===== src/rtl/ranked_top_n_insert_table_top_assert.svh =====
// ----------------------------------------------------------------------------
// Assertion macros for the ranked top-N insertion table
// Implication checks sampled on the rising clock edge, disabled in reset.
// ----------------------------------------------------------------------------
`ifndef RANKED_TOP_N_INSERT_TABLE_TOP_ASSERT_SVH
`define RANKED_TOP_N_INSERT_TABLE_TOP_ASSERT_SVH

// same-cycle implication
`define RTNT_ASSERT_IMP(lbl, clk, rstn, ante, cons, msg) \
    lbl: assert property (@(posedge clk) disable iff (!rstn) (ante) |-> (cons)) \
        else $error(msg);

// next-cycle implication
`define RTNT_ASSERT_NXT(lbl, clk, rstn, ante, cons, msg) \
    lbl: assert property (@(posedge clk) disable iff (!rstn) (ante) |=> (cons)) \
        else $error(msg);

`endif


===== src/rtl/rtnt_pkg.sv =====
// ----------------------------------------------------------------------------
// rtnt_pkg
// Shared types, constants and helpers of the ranked top-N insertion table.
// ----------------------------------------------------------------------------
`default_nettype none

package rtnt_pkg;

    localparam int TABLES         = 3;
    localparam int ENTRIES_DEF    = 10;
    localparam int NAME_CHARS_DEF = 8;
    localparam int STEP_SCORE     = 1000;

    localparam int SCORE_W = 32;
    localparam int NAME_W  = 64;
    localparam int IDX_W   = 6;
    localparam int TSEL_W  = 2;

    localparam logic MODE_INSERT = 1'b0;
    localparam logic MODE_READ   = 1'b1;

    // default names, first character in the low byte; unused select reads zero
    localparam logic [NAME_W-1:0] DEFAULT_NAMES [4] = '{
        64'h65676E696C6C6F68,
        64'h73736F685F6E6573,
        64'h0000006F68676573,
        64'h0000000000000000
    };

    typedef struct packed {
        logic signed [SCORE_W-1:0] score;
        logic [NAME_W-1:0]         name;
    } t_entry;

    function automatic logic [NAME_W-1:0] f_name_mask(input int chars);
        logic [NAME_W-1:0] m;
        if (chars >= NAME_W / 8) begin
            m = '1;
        end else begin
            m = (64'd1 << (chars * 8)) - 64'd1;
        end
        return m;
    endfunction

    // score held at a rank after reset
    function automatic logic [SCORE_W-1:0] f_reset_score(input int entries,
                                                         input logic [IDX_W-1:0] pos);
        int diff;
        diff = entries - int'(pos);
        return SCORE_W'(diff * STEP_SCORE);
    endfunction

endpackage

`default_nettype wire


===== src/rtl/rtnt_store.sv =====
// ----------------------------------------------------------------------------
// rtnt_store
// Entry memory of all tables: one write and one registered read per cycle.
// Entries never written since reset read back as their reset value.
// ----------------------------------------------------------------------------
`default_nettype none

module rtnt_store #(
    parameter int ENTRIES    = rtnt_pkg::ENTRIES_DEF,
    parameter int NAME_CHARS = rtnt_pkg::NAME_CHARS_DEF
) (
    input  wire logic                       i_clk,
    input  wire logic                       i_rst_n,
    input  wire logic                       i_we,
    input  wire logic [rtnt_pkg::TSEL_W-1:0] i_wtab,
    input  wire logic [rtnt_pkg::IDX_W-1:0]  i_wpos,
    input  wire rtnt_pkg::t_entry           i_wdata,
    input  wire logic [rtnt_pkg::TSEL_W-1:0] i_rtab,
    input  wire logic [rtnt_pkg::IDX_W-1:0]  i_rpos,
    output rtnt_pkg::t_entry                o_rdata
);
    import rtnt_pkg::*;

    localparam int TOTAL = TABLES * ENTRIES;
    localparam int AW    = $clog2(TOTAL);
    localparam logic [NAME_W-1:0] NAME_MASK = f_name_mask(NAME_CHARS);

    t_entry                r_mem [TOTAL];
    logic [TOTAL-1:0]      r_vld;
    t_entry                r_rd_raw;
    logic                  r_rd_vld;
    logic [TSEL_W-1:0]     r_rd_tab;
    logic [IDX_W-1:0]      r_rd_pos;
    logic [AW-1:0]         w_waddr;
    logic [AW-1:0]         w_raddr;

    assign w_waddr = AW'(int'(i_wtab) * ENTRIES + int'(i_wpos));
    assign w_raddr = AW'(int'(i_rtab) * ENTRIES + int'(i_rpos));

    always_ff @(posedge i_clk) begin
        if (i_we) begin
            r_mem[w_waddr] <= i_wdata;
        end
        r_rd_raw <= r_mem[w_raddr];
        r_rd_tab <= i_rtab;
        r_rd_pos <= i_rpos;
    end

    always_ff @(posedge i_clk) begin
        if (!i_rst_n) begin
            r_vld    <= '0;
            r_rd_vld <= 1'b0;
        end else begin
            if (i_we) begin
                r_vld[w_waddr] <= 1'b1;
            end
            r_rd_vld <= r_vld[w_raddr];
        end
    end

    always_comb begin
        if (r_rd_vld) begin
            o_rdata = r_rd_raw;
        end else begin
            o_rdata.score = f_reset_score(ENTRIES, r_rd_pos);
            o_rdata.name  = DEFAULT_NAMES[r_rd_tab] & NAME_MASK;
        end
    end

endmodule

`default_nettype wire


===== src/rtl/ranked_top_n_insert_table_top.sv =====
// ----------------------------------------------------------------------------
// ranked_top_n_insert_table_top
// Three sorted score tables with insert and read transactions.
// ----------------------------------------------------------------------------
// Usage:
//   Input channel (i_in_valid / o_in_ready) carries one transaction: an insert
//   (i_mode = 0) of score and name into table i_table_select, or a read
//   (i_mode = 1) of rank i_read_index. Output channel (o_out_valid /
//   i_out_ready) returns exactly one result per transaction.
//   An insert walks the selected table one rank per cycle through a single
//   compare unit and the one-read/one-write entry memory, writing the new
//   entry and shifting the lower ones down in the same pass. An insert passes
//   through S_FETCH, the walk and S_DONE to o_out_valid, a read through S_FETCH
//   and S_DONE, an invalid table select or read index through S_DONE only. One
//   transaction is in work at a time; o_in_ready returns with o_out_valid.
//   Reset restores every table to its default contents at once (per-entry
//   valid bits), so transactions are accepted right after reset.
//   A stalled result holds in the output register; the next transaction
//   finishes its walk, then waits until the register frees.
// ----------------------------------------------------------------------------
`default_nettype none
`include "ranked_top_n_insert_table_top_assert.svh"

module ranked_top_n_insert_table_top #(
    parameter int ENTRIES    = rtnt_pkg::ENTRIES_DEF,
    parameter int NAME_CHARS = rtnt_pkg::NAME_CHARS_DEF
) (
    input  wire logic                               i_clk,
    input  wire logic                               i_rst_n,
    input  wire logic                               i_in_valid,
    output logic                                    o_in_ready,
    input  wire logic                               i_mode,
    input  wire logic [rtnt_pkg::TSEL_W-1:0]        i_table_select,
    input  wire logic signed [rtnt_pkg::SCORE_W-1:0] i_new_score,
    input  wire logic [rtnt_pkg::NAME_W-1:0]        i_new_name,
    input  wire logic [rtnt_pkg::IDX_W-1:0]         i_read_index,
    output logic                                    o_out_valid,
    input  wire logic                               i_out_ready,
    output logic                                    o_placed,
    output logic [rtnt_pkg::IDX_W-1:0]              o_rank,
    output logic signed [rtnt_pkg::SCORE_W-1:0]     o_entry_score,
    output logic [rtnt_pkg::NAME_W-1:0]             o_entry_name
);
    import rtnt_pkg::*;

    localparam logic [NAME_W-1:0] NAME_MASK = f_name_mask(NAME_CHARS);

    typedef enum logic [1:0] {
        S_IDLE,
        S_FETCH,
        S_WALK,
        S_DONE
    } t_state;

    t_state                   r_state, n_state;
    logic                     r_mode, n_mode;
    logic                     r_skip, n_skip;
    logic [TSEL_W-1:0]        r_tab, n_tab;
    logic [IDX_W-1:0]         r_pos, n_pos;
    logic signed [SCORE_W-1:0] r_score, n_score;
    logic [NAME_W-1:0]        r_name, n_name;
    t_entry                   r_held, n_held;
    logic                     r_placed, n_placed;
    logic [IDX_W-1:0]         r_rank, n_rank;
    logic                     r_out_valid, n_out_valid;
    logic                     r_out_placed, n_out_placed;
    logic [IDX_W-1:0]         r_out_rank, n_out_rank;
    logic signed [SCORE_W-1:0] r_out_score, n_out_score;
    logic [NAME_W-1:0]        r_out_name, n_out_name;

    logic                     w_accept;
    logic                     w_we;
    t_entry                   w_wdata;
    logic [IDX_W-1:0]         w_rpos;
    t_entry                   w_rdata;
    logic                     w_last;
    logic                     w_slot_free;

    rtnt_store #(
        .ENTRIES    (ENTRIES),
        .NAME_CHARS (NAME_CHARS)
    ) u_store (
        .i_clk   (i_clk),
        .i_rst_n (i_rst_n),
        .i_we    (w_we),
        .i_wtab  (r_tab),
        .i_wpos  (r_pos),
        .i_wdata (w_wdata),
        .i_rtab  (r_tab),
        .i_rpos  (w_rpos),
        .o_rdata (w_rdata)
    );

    assign o_in_ready  = (r_state == S_IDLE);
    assign w_accept    = i_in_valid && o_in_ready;
    assign w_last      = (int'(r_pos) >= ENTRIES - 1);
    assign w_slot_free = !r_out_valid || i_out_ready;

    // during the walk, fetch the next rank while the current one is written
    always_comb begin
        if (r_state == S_WALK && !w_last) begin
            w_rpos = r_pos + IDX_W'(1);
        end else begin
            w_rpos = r_pos;
        end
    end

    // write the new entry at the first lower score, then ripple the held one
    assign w_we    = (r_state == S_WALK) && (r_placed || (w_rdata.score < r_score));
    assign w_wdata = r_placed ? r_held : t_entry'{score: r_score, name: r_name};

    always_comb begin
        n_state      = r_state;
        n_mode       = r_mode;
        n_skip       = r_skip;
        n_tab        = r_tab;
        n_pos        = r_pos;
        n_score      = r_score;
        n_name       = r_name;
        n_held       = r_held;
        n_placed     = r_placed;
        n_rank       = r_rank;
        n_out_valid  = r_out_valid;
        n_out_placed = r_out_placed;
        n_out_rank   = r_out_rank;
        n_out_score  = r_out_score;
        n_out_name   = r_out_name;

        if (r_out_valid && i_out_ready) begin
            n_out_valid = 1'b0;
        end

        case (r_state)
            S_IDLE: begin
                if (w_accept) begin
                    n_mode   = i_mode;
                    n_tab    = i_table_select;
                    n_score  = i_new_score;
                    n_name   = i_new_name & NAME_MASK;
                    n_placed = 1'b0;
                    n_rank   = '0;
                    n_pos    = (i_mode == MODE_READ) ? i_read_index : '0;
                    n_skip   = (int'(i_table_select) >= TABLES) ||
                               ((i_mode == MODE_READ) && (int'(i_read_index) >= ENTRIES));
                    n_state  = n_skip ? S_DONE : S_FETCH;
                end
            end
            S_FETCH: begin
                n_state = (r_mode == MODE_READ) ? S_DONE : S_WALK;
            end
            S_WALK: begin
                if (w_we) begin
                    n_held = w_rdata;
                    if (!r_placed) begin
                        n_placed = 1'b1;
                        n_rank   = r_pos;
                    end
                end
                if (w_last) begin
                    n_state = S_DONE;
                end else begin
                    n_pos = r_pos + IDX_W'(1);
                end
            end
            S_DONE: begin
                if (w_slot_free) begin
                    n_out_valid  = 1'b1;
                    n_out_placed = 1'b0;
                    n_out_rank   = '0;
                    n_out_score  = '0;
                    n_out_name   = '0;
                    if (!r_skip) begin
                        if (r_mode == MODE_READ) begin
                            n_out_score = w_rdata.score;
                            n_out_name  = w_rdata.name;
                        end else begin
                            n_out_placed = r_placed;
                            n_out_rank   = r_rank;
                        end
                    end
                    n_state = S_IDLE;
                end
            end
            default: begin
                n_state = S_IDLE;
            end
        endcase
    end

    always_ff @(posedge i_clk) begin
        if (!i_rst_n) begin
            r_state     <= S_IDLE;
            r_out_valid <= 1'b0;
        end else begin
            r_state     <= n_state;
            r_out_valid <= n_out_valid;
        end
        r_mode       <= n_mode;
        r_skip       <= n_skip;
        r_tab        <= n_tab;
        r_pos        <= n_pos;
        r_score      <= n_score;
        r_name       <= n_name;
        r_held       <= n_held;
        r_placed     <= n_placed;
        r_rank       <= n_rank;
        r_out_placed <= n_out_placed;
        r_out_rank   <= n_out_rank;
        r_out_score  <= n_out_score;
        r_out_name   <= n_out_name;
    end

    assign o_out_valid   = r_out_valid;
    assign o_placed      = r_out_placed;
    assign o_rank        = r_out_rank;
    assign o_entry_score = r_out_score;
    assign o_entry_name  = r_out_name;

    `RTNT_ASSERT_IMP(a_rank_in_table, i_clk, i_rst_n,
        o_out_valid && o_placed, int'(o_rank) < ENTRIES,
        "placed rank beyond table")
    `RTNT_ASSERT_IMP(a_write_in_walk, i_clk, i_rst_n,
        w_we, (r_state == S_WALK) && (int'(r_pos) < ENTRIES),
        "table write outside walk")
    `RTNT_ASSERT_NXT(a_busy_after_accept, i_clk, i_rst_n,
        w_accept, !o_in_ready,
        "ready right after accept")
    `RTNT_ASSERT_IMP(a_read_not_placed, i_clk, i_rst_n,
        o_out_valid && (o_entry_score != '0), !o_placed,
        "read result marked placed")

endmodule

`default_nettype wire

===== config.mk =====
export PLATFORM = sky130hd
export DESIGN_NAME = ranked_top_n_insert_table_top
export DESIGN_NICKNAME = d
export VERILOG_FILES = /design/src/rtl/rtnt_pkg.sv /design/src/rtl/rtnt_store.sv /design/src/rtl/ranked_top_n_insert_table_top.sv
export VERILOG_INCLUDE_DIRS = /design/src /design/src/rtl
export SDC_FILE = /design/constraint.sdc
export NUM_CORES = 2
export LEC_CHECK = 0
export BUFFER_PORTS_ARGS = -buffer_cell sky130_fd_sc_hd__buf_2
export CORE_AREA = 4 4 413 578
export DETAILED_ROUTE_END_ITERATION = 10
export DIE_AREA = 0 0 417 582
export PLACE_DENSITY_LB_ADDON = 0.05
export SLEW_MARGIN = 40
export SYNTH_ARGS = -nofsm -noshare
export SYNTH_HDL_FRONTEND = slang
export SYNTH_HIERARCHICAL = 1
export SYNTH_SLANG_ARGS = --single-unit

===== constraint.sdc =====
create_clock -name i_clk -period 56 [get_ports i_clk]
set_clock_uncertainty 0.15 [all_clocks]
set_input_delay 11.2 -clock i_clk [delete_from_list [all_inputs] [get_ports i_clk]]
set_output_delay 11.2 -clock i_clk [all_outputs]
set_load 0.01 [all_outputs]

After elaboration in Yosys (flattened, before gate mapping)
Memories as Yosys holds them, arrays and structs flattened. A register that Yosys moved wholly into a read port is not among the register bits.
Cells that the tools add are included.
Storage, ports and cells
  register bits: 354
  memory bits (read-only): 0
  RAM bits: 2880
  latch bits: 0
  memories: 1
  output and inout bits: 105
Memories
  u_store.r_mem: depth 30, bits a word 96, rd ports 1, clocked after memory_dff 1, wr ports 1, line rtnt_store.sv:28  | t_entry r_mem [TOTAL];
Cells by class
  divide/modulo/power cells: 0
  reduce and logical (&&, ||, !) cells: 22
  eq/ne operators: 9
  $add $sub $neg: 4
  $mul: 2
  order comparisons: 8
  bitwise operators: 3
  shift-type cells: 0
  mux-type cells: 32
Operator list (count)
  $mux W96: 2
  $bmux W64 S2: 1
  $mux W64: 2
  $mux W6: 7
  $lt A32 B32 Y1: 1
  $mul A32 B8 Y29 const B: 1
  $or A30 B30 Y30: 1
  $pmux W6 S2: 2
  $ge A6 B4 Y1 const B: 2
  $lt A5 B6 Y1 const B: 2
  $add A5 B5 Y5: 2
  $mux W1: 10
  $reduce_and A3 Y1: 3
  $mux W2: 4
  $ne A2 B2 Y1 const B: 4
  $pmux W2 S4: 1
  $sub A4 B6 Y7 const A: 1
  $add A6 B1 Y6 const B: 1
  $logic_and A1 B1 Y1: 6
  $reduce_and A2 Y1: 3
  $bmux W1 S5: 1
  $demux W1 S5: 1
  $ge A5 B1 Y1 const B: 1
  $eq A2 B2 Y1 const B: 2
  14 further kinds: 19

Logic depth before layout (Yosys ltp)
  depth after elaboration: 10
  mapped depth: 32
  gate-level depth less buffers: 29

Hierarchy
The synthesis kept the hierarchy.
Modules (own cells, without submodules)
  rtnt_store: instances 1, area an instance 115474.5 um2, cells each 5407, sequential area each 89185.5 um2
  ranked_top_n_insert_table_top: instances 1, area an instance 12534.5 um2, cells each 766, sequential area each 9429.0 um2

Worst setup path before layout
OpenSTA, ideal clock, no wires.
  kind: register to register
  from: register u_store.r_rd_pos[0]
  to: memory u_store/r_mem[11][0] (netlist name), enable pin
  period minus slack after synthesis: 20.437 ns
  path slack: 35.563 ns
  required time: 55.298 ns
  stages on the path, launching flop included: 28
  arrival: 19.735 ns
  library setup time: 0.552 ns
  buffers on the path: 2
  cells stage by stage: dfxtp_1 > ha_1 > xor2_1 > inv_1 > fa_1 > inv_1 > fa_1 > fa_1 > inv_1 > fa_1 > inv_1 > ha_1 > nor2b_1 > o31ai_2 > a31oi_1 > or4_1 > clkbuf_1 > buf_2 > nand3_1 > ha_1 > a41oi_2 > o21ai_0 > a221oi_2 > o211ai_2 > a31o_1 > a311oi_1 > nand3_1 > nor2_1
RTL lines
  start, declared: line rtnt_store.sv:33  | logic [IDX_W-1:0] r_rd_pos;
  start signal, assigned: line rtnt_store.sv:46  | r_rd_pos <= i_rpos;
  end, declared: line rtnt_store.sv:28

Worst setup path after layout
  from: register r_state[0]
  to: output port o_in_ready
Between the ends
  cells in the longest elaborated chain, start to end: 1
Ends and longest elaborated chain
  start, declared: line ranked_top_n_insert_table_top.sv:55  | t_state r_state, n_state;
  start signal, assigned: line ranked_top_n_insert_table_top.sv:195  | r_state <= n_state;
  $logic_not A2 Y1: line ranked_top_n_insert_table_top.sv:94  | assign o_in_ready = (r_state == S_IDLE);
  end, declared: line ranked_top_n_insert_table_top.sv:31  | output logic o_in_ready,
No other way between the ends.

==> results summary <==
The footprint of the flip-flops and latches is 98600 um^2. At the end of the flow, the number of nets in the layout was 6786. The count of buffers added by post-CTS timing repair for setup is 0. The multi-input gate area in the final layout is 27800 um^2. The sort of element at the start of the critical path is a flip-flop. The run finished with clean final reports. CTS placed an instance of sky130_fd_sc_hd__clkbuf_16 at the clock tree root. The number of max-cap violations came out at 0. Based on the critical path, the design can be clocked at up to 75.6 MHz. The area of the die is 243000 um^2.

For this run, design rule violations remaining after detail routing come to 0. The fraction of post-synthesis cell area in the top cell type by area is 0.749. During synthesis, Yosys emitted a total of 6 warnings. The clock insertion delay at the later pin of the skew report came out at 0.88 ns.

The post-cts resize count is 0. The synthesis-to-layout area growth is 12.5%. The library cell used most frequently in the layout, excluding fill and tap cells, is sky130_fd_sc_hd__edfxtp_1. The average wire per standard cell is 33.2 um. The number of failing hold endpoints at the final stage is 0.

Setup repair after global routing left no endpoint under its margin. The setup total negative slack came out at 0 ns. The all-layer global routing usage is 0.272. The length of the first detailed-routing pass in iterations is 6. The worst setup path is of the reg -> out kind. The overflow left after global routing is 0. The maximum fanout along the worst path came out at 5. The effective utilization at floorplan is 0.549. The final-report max-slew violation count is 0. The count of cell types in the netlist is 72. The clock transition at the registers of the reported paths came out at 0.06 ns. The first global-routing pass estimated 473 mm of wire. On the critical path, the stage with the largest delay is an instance of sky130_fd_sc_hd__dfxtp_1. Across all layers, the routed design uses 62700 vias. The longest individual stage delay on the worst path is 0.35 ns. The worst slack at placement came out at 42.02 ns.

The arrival time of data at the critical path endpoint came out at 1.87 ns. The buffering stage count on the worst path with inverters included came out at 2. In the layout the commonest cells are 3192 x sky130_fd_sc_hd__edfxtp_1, 682 x sky130_fd_sc_hd__mux4_2, 504 x sky130_fd_sc_hd__nand2_1. The share of final-layout standard cells stronger than drive strength 1 is 0.251. The least setup slack across all paths after layout is 42.78 ns. Counting the fill cells in the layout gives 16500. The largest buffer count on any clock path is 4. The TritonCTS clock tree is built. The mean number of vias per cell is 6.33.

The number of antenna violations at the first check in global routing was 19. In the finished design, the share of the clock period the worst path needs comes to 0.236. The routed design could run at a clock period as short as 13.22 ns. The dominant register cell in the synthesized netlist is sky130_fd_sc_hd__edfxtp_1. The maximum number of pins on one net before global-route repair is 121.

Among cell families on the critical path, the largest total delay comes from buffers and inverters. The HPWL after detailed placement came out at 182 mm. The clock sink count came out at 3330.

CTS built an H-tree with a depth of 5. The hold-fix buffer count after cts came out at 0. At the end of routability-driven placement, the weighted congestion stood at 0.831. The final count of negative-setup-slack endpoints came out at 0. The via count of the first global-routing pass came out at 64500. The signal on the critical path passes through inv_1, ha_1, buf_2. The post-synthesis cell area came out at 128000 um^2. The sum of routed wire length over all layers came out at 330 mm. The number of enable-type register cells in the synthesized netlist is 3192. The number of buffers created by CTS came out at 318. Counting flops with an async set or reset pin after synthesis yields a share of 0.

In this run the horizontal extent of the chip is 417 um. The number of ports placed on the die boundary came out at 214. The post-synthesis area per instance is 20.7 um^2. STA classifies the critical path endpoint as a primary output. The height of the die is 582 um. The count of buffers from port buffering is 213. Once detail routing completed, the nets flagged for antenna violations numbered 0. The number of nets produced by synthesis is 6380. The number of design-rule violations left by the first detailed-router iteration is 7757. In this run the tightest slew margin relative to its limit is 0.390. For the pin with the worst max-slew slack, the measured transition is 0.915 ns. The share of the Yosys chip area taken by registers is 0.770. Sorting the synthesized cells by area gives the leading types as sky130_fd_sc_hd__edfxtp_1 75%, sky130_fd_sc_hd__mux4_2 12%, sky130_fd_sc_hd__dfxtp_1 2.2%, sky130_fd_sc_hd__mux2i_1 2.2%, sky130_fd_sc_hd__nand2_1 1.5%. The largest total area in the synthesized netlist belongs to sky130_fd_sc_hd__edfxtp_1. The site row count is 210. The count of mapped cells out of synthesis is 6173.

Counting flops and latches in the post-synthesis netlist gives 3330. The core region is 233000 um^2. The min-delay analysis places its worst path in the category reg -> reg. At the worst endpoint, the required time is 44.65 ns.

The worst slack on hold paths came out at 0.308 ns.
worst paths after layout:
| check | startpoint | to | slack, ns | cells past startpoint |
|---|---|---|---|---|
| worst max-delay path | r_state[0] | o_in_ready | 42.78 | 3 |
| worst min-delay path | u_store/r_vld[27] | u_store/r_vld[27] | 0.31 | 2 |
| worst max register to register | u_store/r_rd_pos[0] | u_store/r_mem[5][53] | 44.58 | 28 |
| worst min register to register | u_store/r_vld[27] | u_store/r_vld[27] | 0.31 | 2 |
cell usage after synthesis (11+ instances only):
cell,n
sky130_fd_sc_hd__o21ai_1,87
sky130_fd_sc_hd__clkbuf_1,126
sky130_fd_sc_hd__o221ai_1,79
sky130_fd_sc_hd__buf_6,22
sky130_fd_sc_hd__nand2_1,505
sky130_fd_sc_hd__buf_1,31
sky130_fd_sc_hd__xor2_1,11
sky130_fd_sc_hd__nor2b_1,16
sky130_fd_sc_hd__o21ai_0,96
sky130_fd_sc_hd__fa_1,16
sky130_fd_sc_hd__and2_1,128
sky130_fd_sc_hd__edfxtp_1,3192
sky130_fd_sc_hd__mux2i_1,275
sky130_fd_sc_hd__inv_1,85
sky130_fd_sc_hd__nor2_1,60
sky130_fd_sc_hd__a21o_1,32
sky130_fd_sc_hd__mux2_2,74
sky130_fd_sc_hd__ha_1,82
sky130_fd_sc_hd__nand3_1,50
sky130_fd_sc_hd__a22oi_1,81
sky130_fd_sc_hd__buf_2,91
sky130_fd_sc_hd__dfxtp_1,138
sky130_fd_sc_hd__mux4_2,682
sky130_fd_sc_hd__buf_4,51
sky130_fd_sc_hd__a21oi_1,37
tightest hold or removal path, stage by stage, from the launching register on:
cell	delay, ns
sky130_fd_sc_hd__dfxtp_1	0.33
sky130_fd_sc_hd__nand2_1	0.04
sky130_fd_sc_hd__o21ai_0	0.05
sequential cells by signal, indices dropped and copies added (netlist names):
register	count
r_mode	1
r_held	96
o_rank	6
r_rank	6
u_store/r_rd_vld	1
u_store/r_mem	2880
o_placed	1
r_state	2
u_store/r_vld	30
r_score	32
o_out_valid	1
o_entry_name	64
o_entry_score	32
u_store/r_rd_raw	96
u_store/r_rd_tab	2
r_tab	2
u_store/r_rd_pos	6
r_skip	1
r_pos	6
r_placed	1
r_name	64
stage by stage:
stage / util / instance area, um^2 / instances
floorplan: - / 128000 / 6173
global placement: 0.570 / 133000 / 9313
detailed placement: 0.572 / 134000 / 9328
CTS: 0.616 / 144000 / 9900
global route: 0.617 / 144000 / 9906
finish: 0.617 / 144000 / 9911
layout make-up:
type                    count  area share
repair buffers            410      0.0219
multi-input cells        2434       0.193
well taps                3074      0.0267
inverters                  85     0.00222
clock buffers             436      0.0624
flip-flops and latches   3330       0.685
clock inverters           136     0.00861
diodes                      6    0.000104
layer usage:
layer / share of wire / GRT usage
met2: 0.50 / 0.452
met5: 0.00010 / 0
met4: 0.028 / 0.0745
met3: 0.073 / 0.0366
met1: 0.40 / 0.386
cells by family after synthesis:
family,Yosys count,synth area share
buffers and inverters,409,0.0159
DFF,3330,0.770
adders and majority gates,98,0.0105
AOI/OAI and AO/OA,485,0.0260
muxes,1032,0.148
xor gates and xnor gates,21,0.00144
and+or+nand+nor,798,0.0276
Power is not shown: default switching activity piles up to over one toggle a cycle in this logic, so the estimate is an artifact.
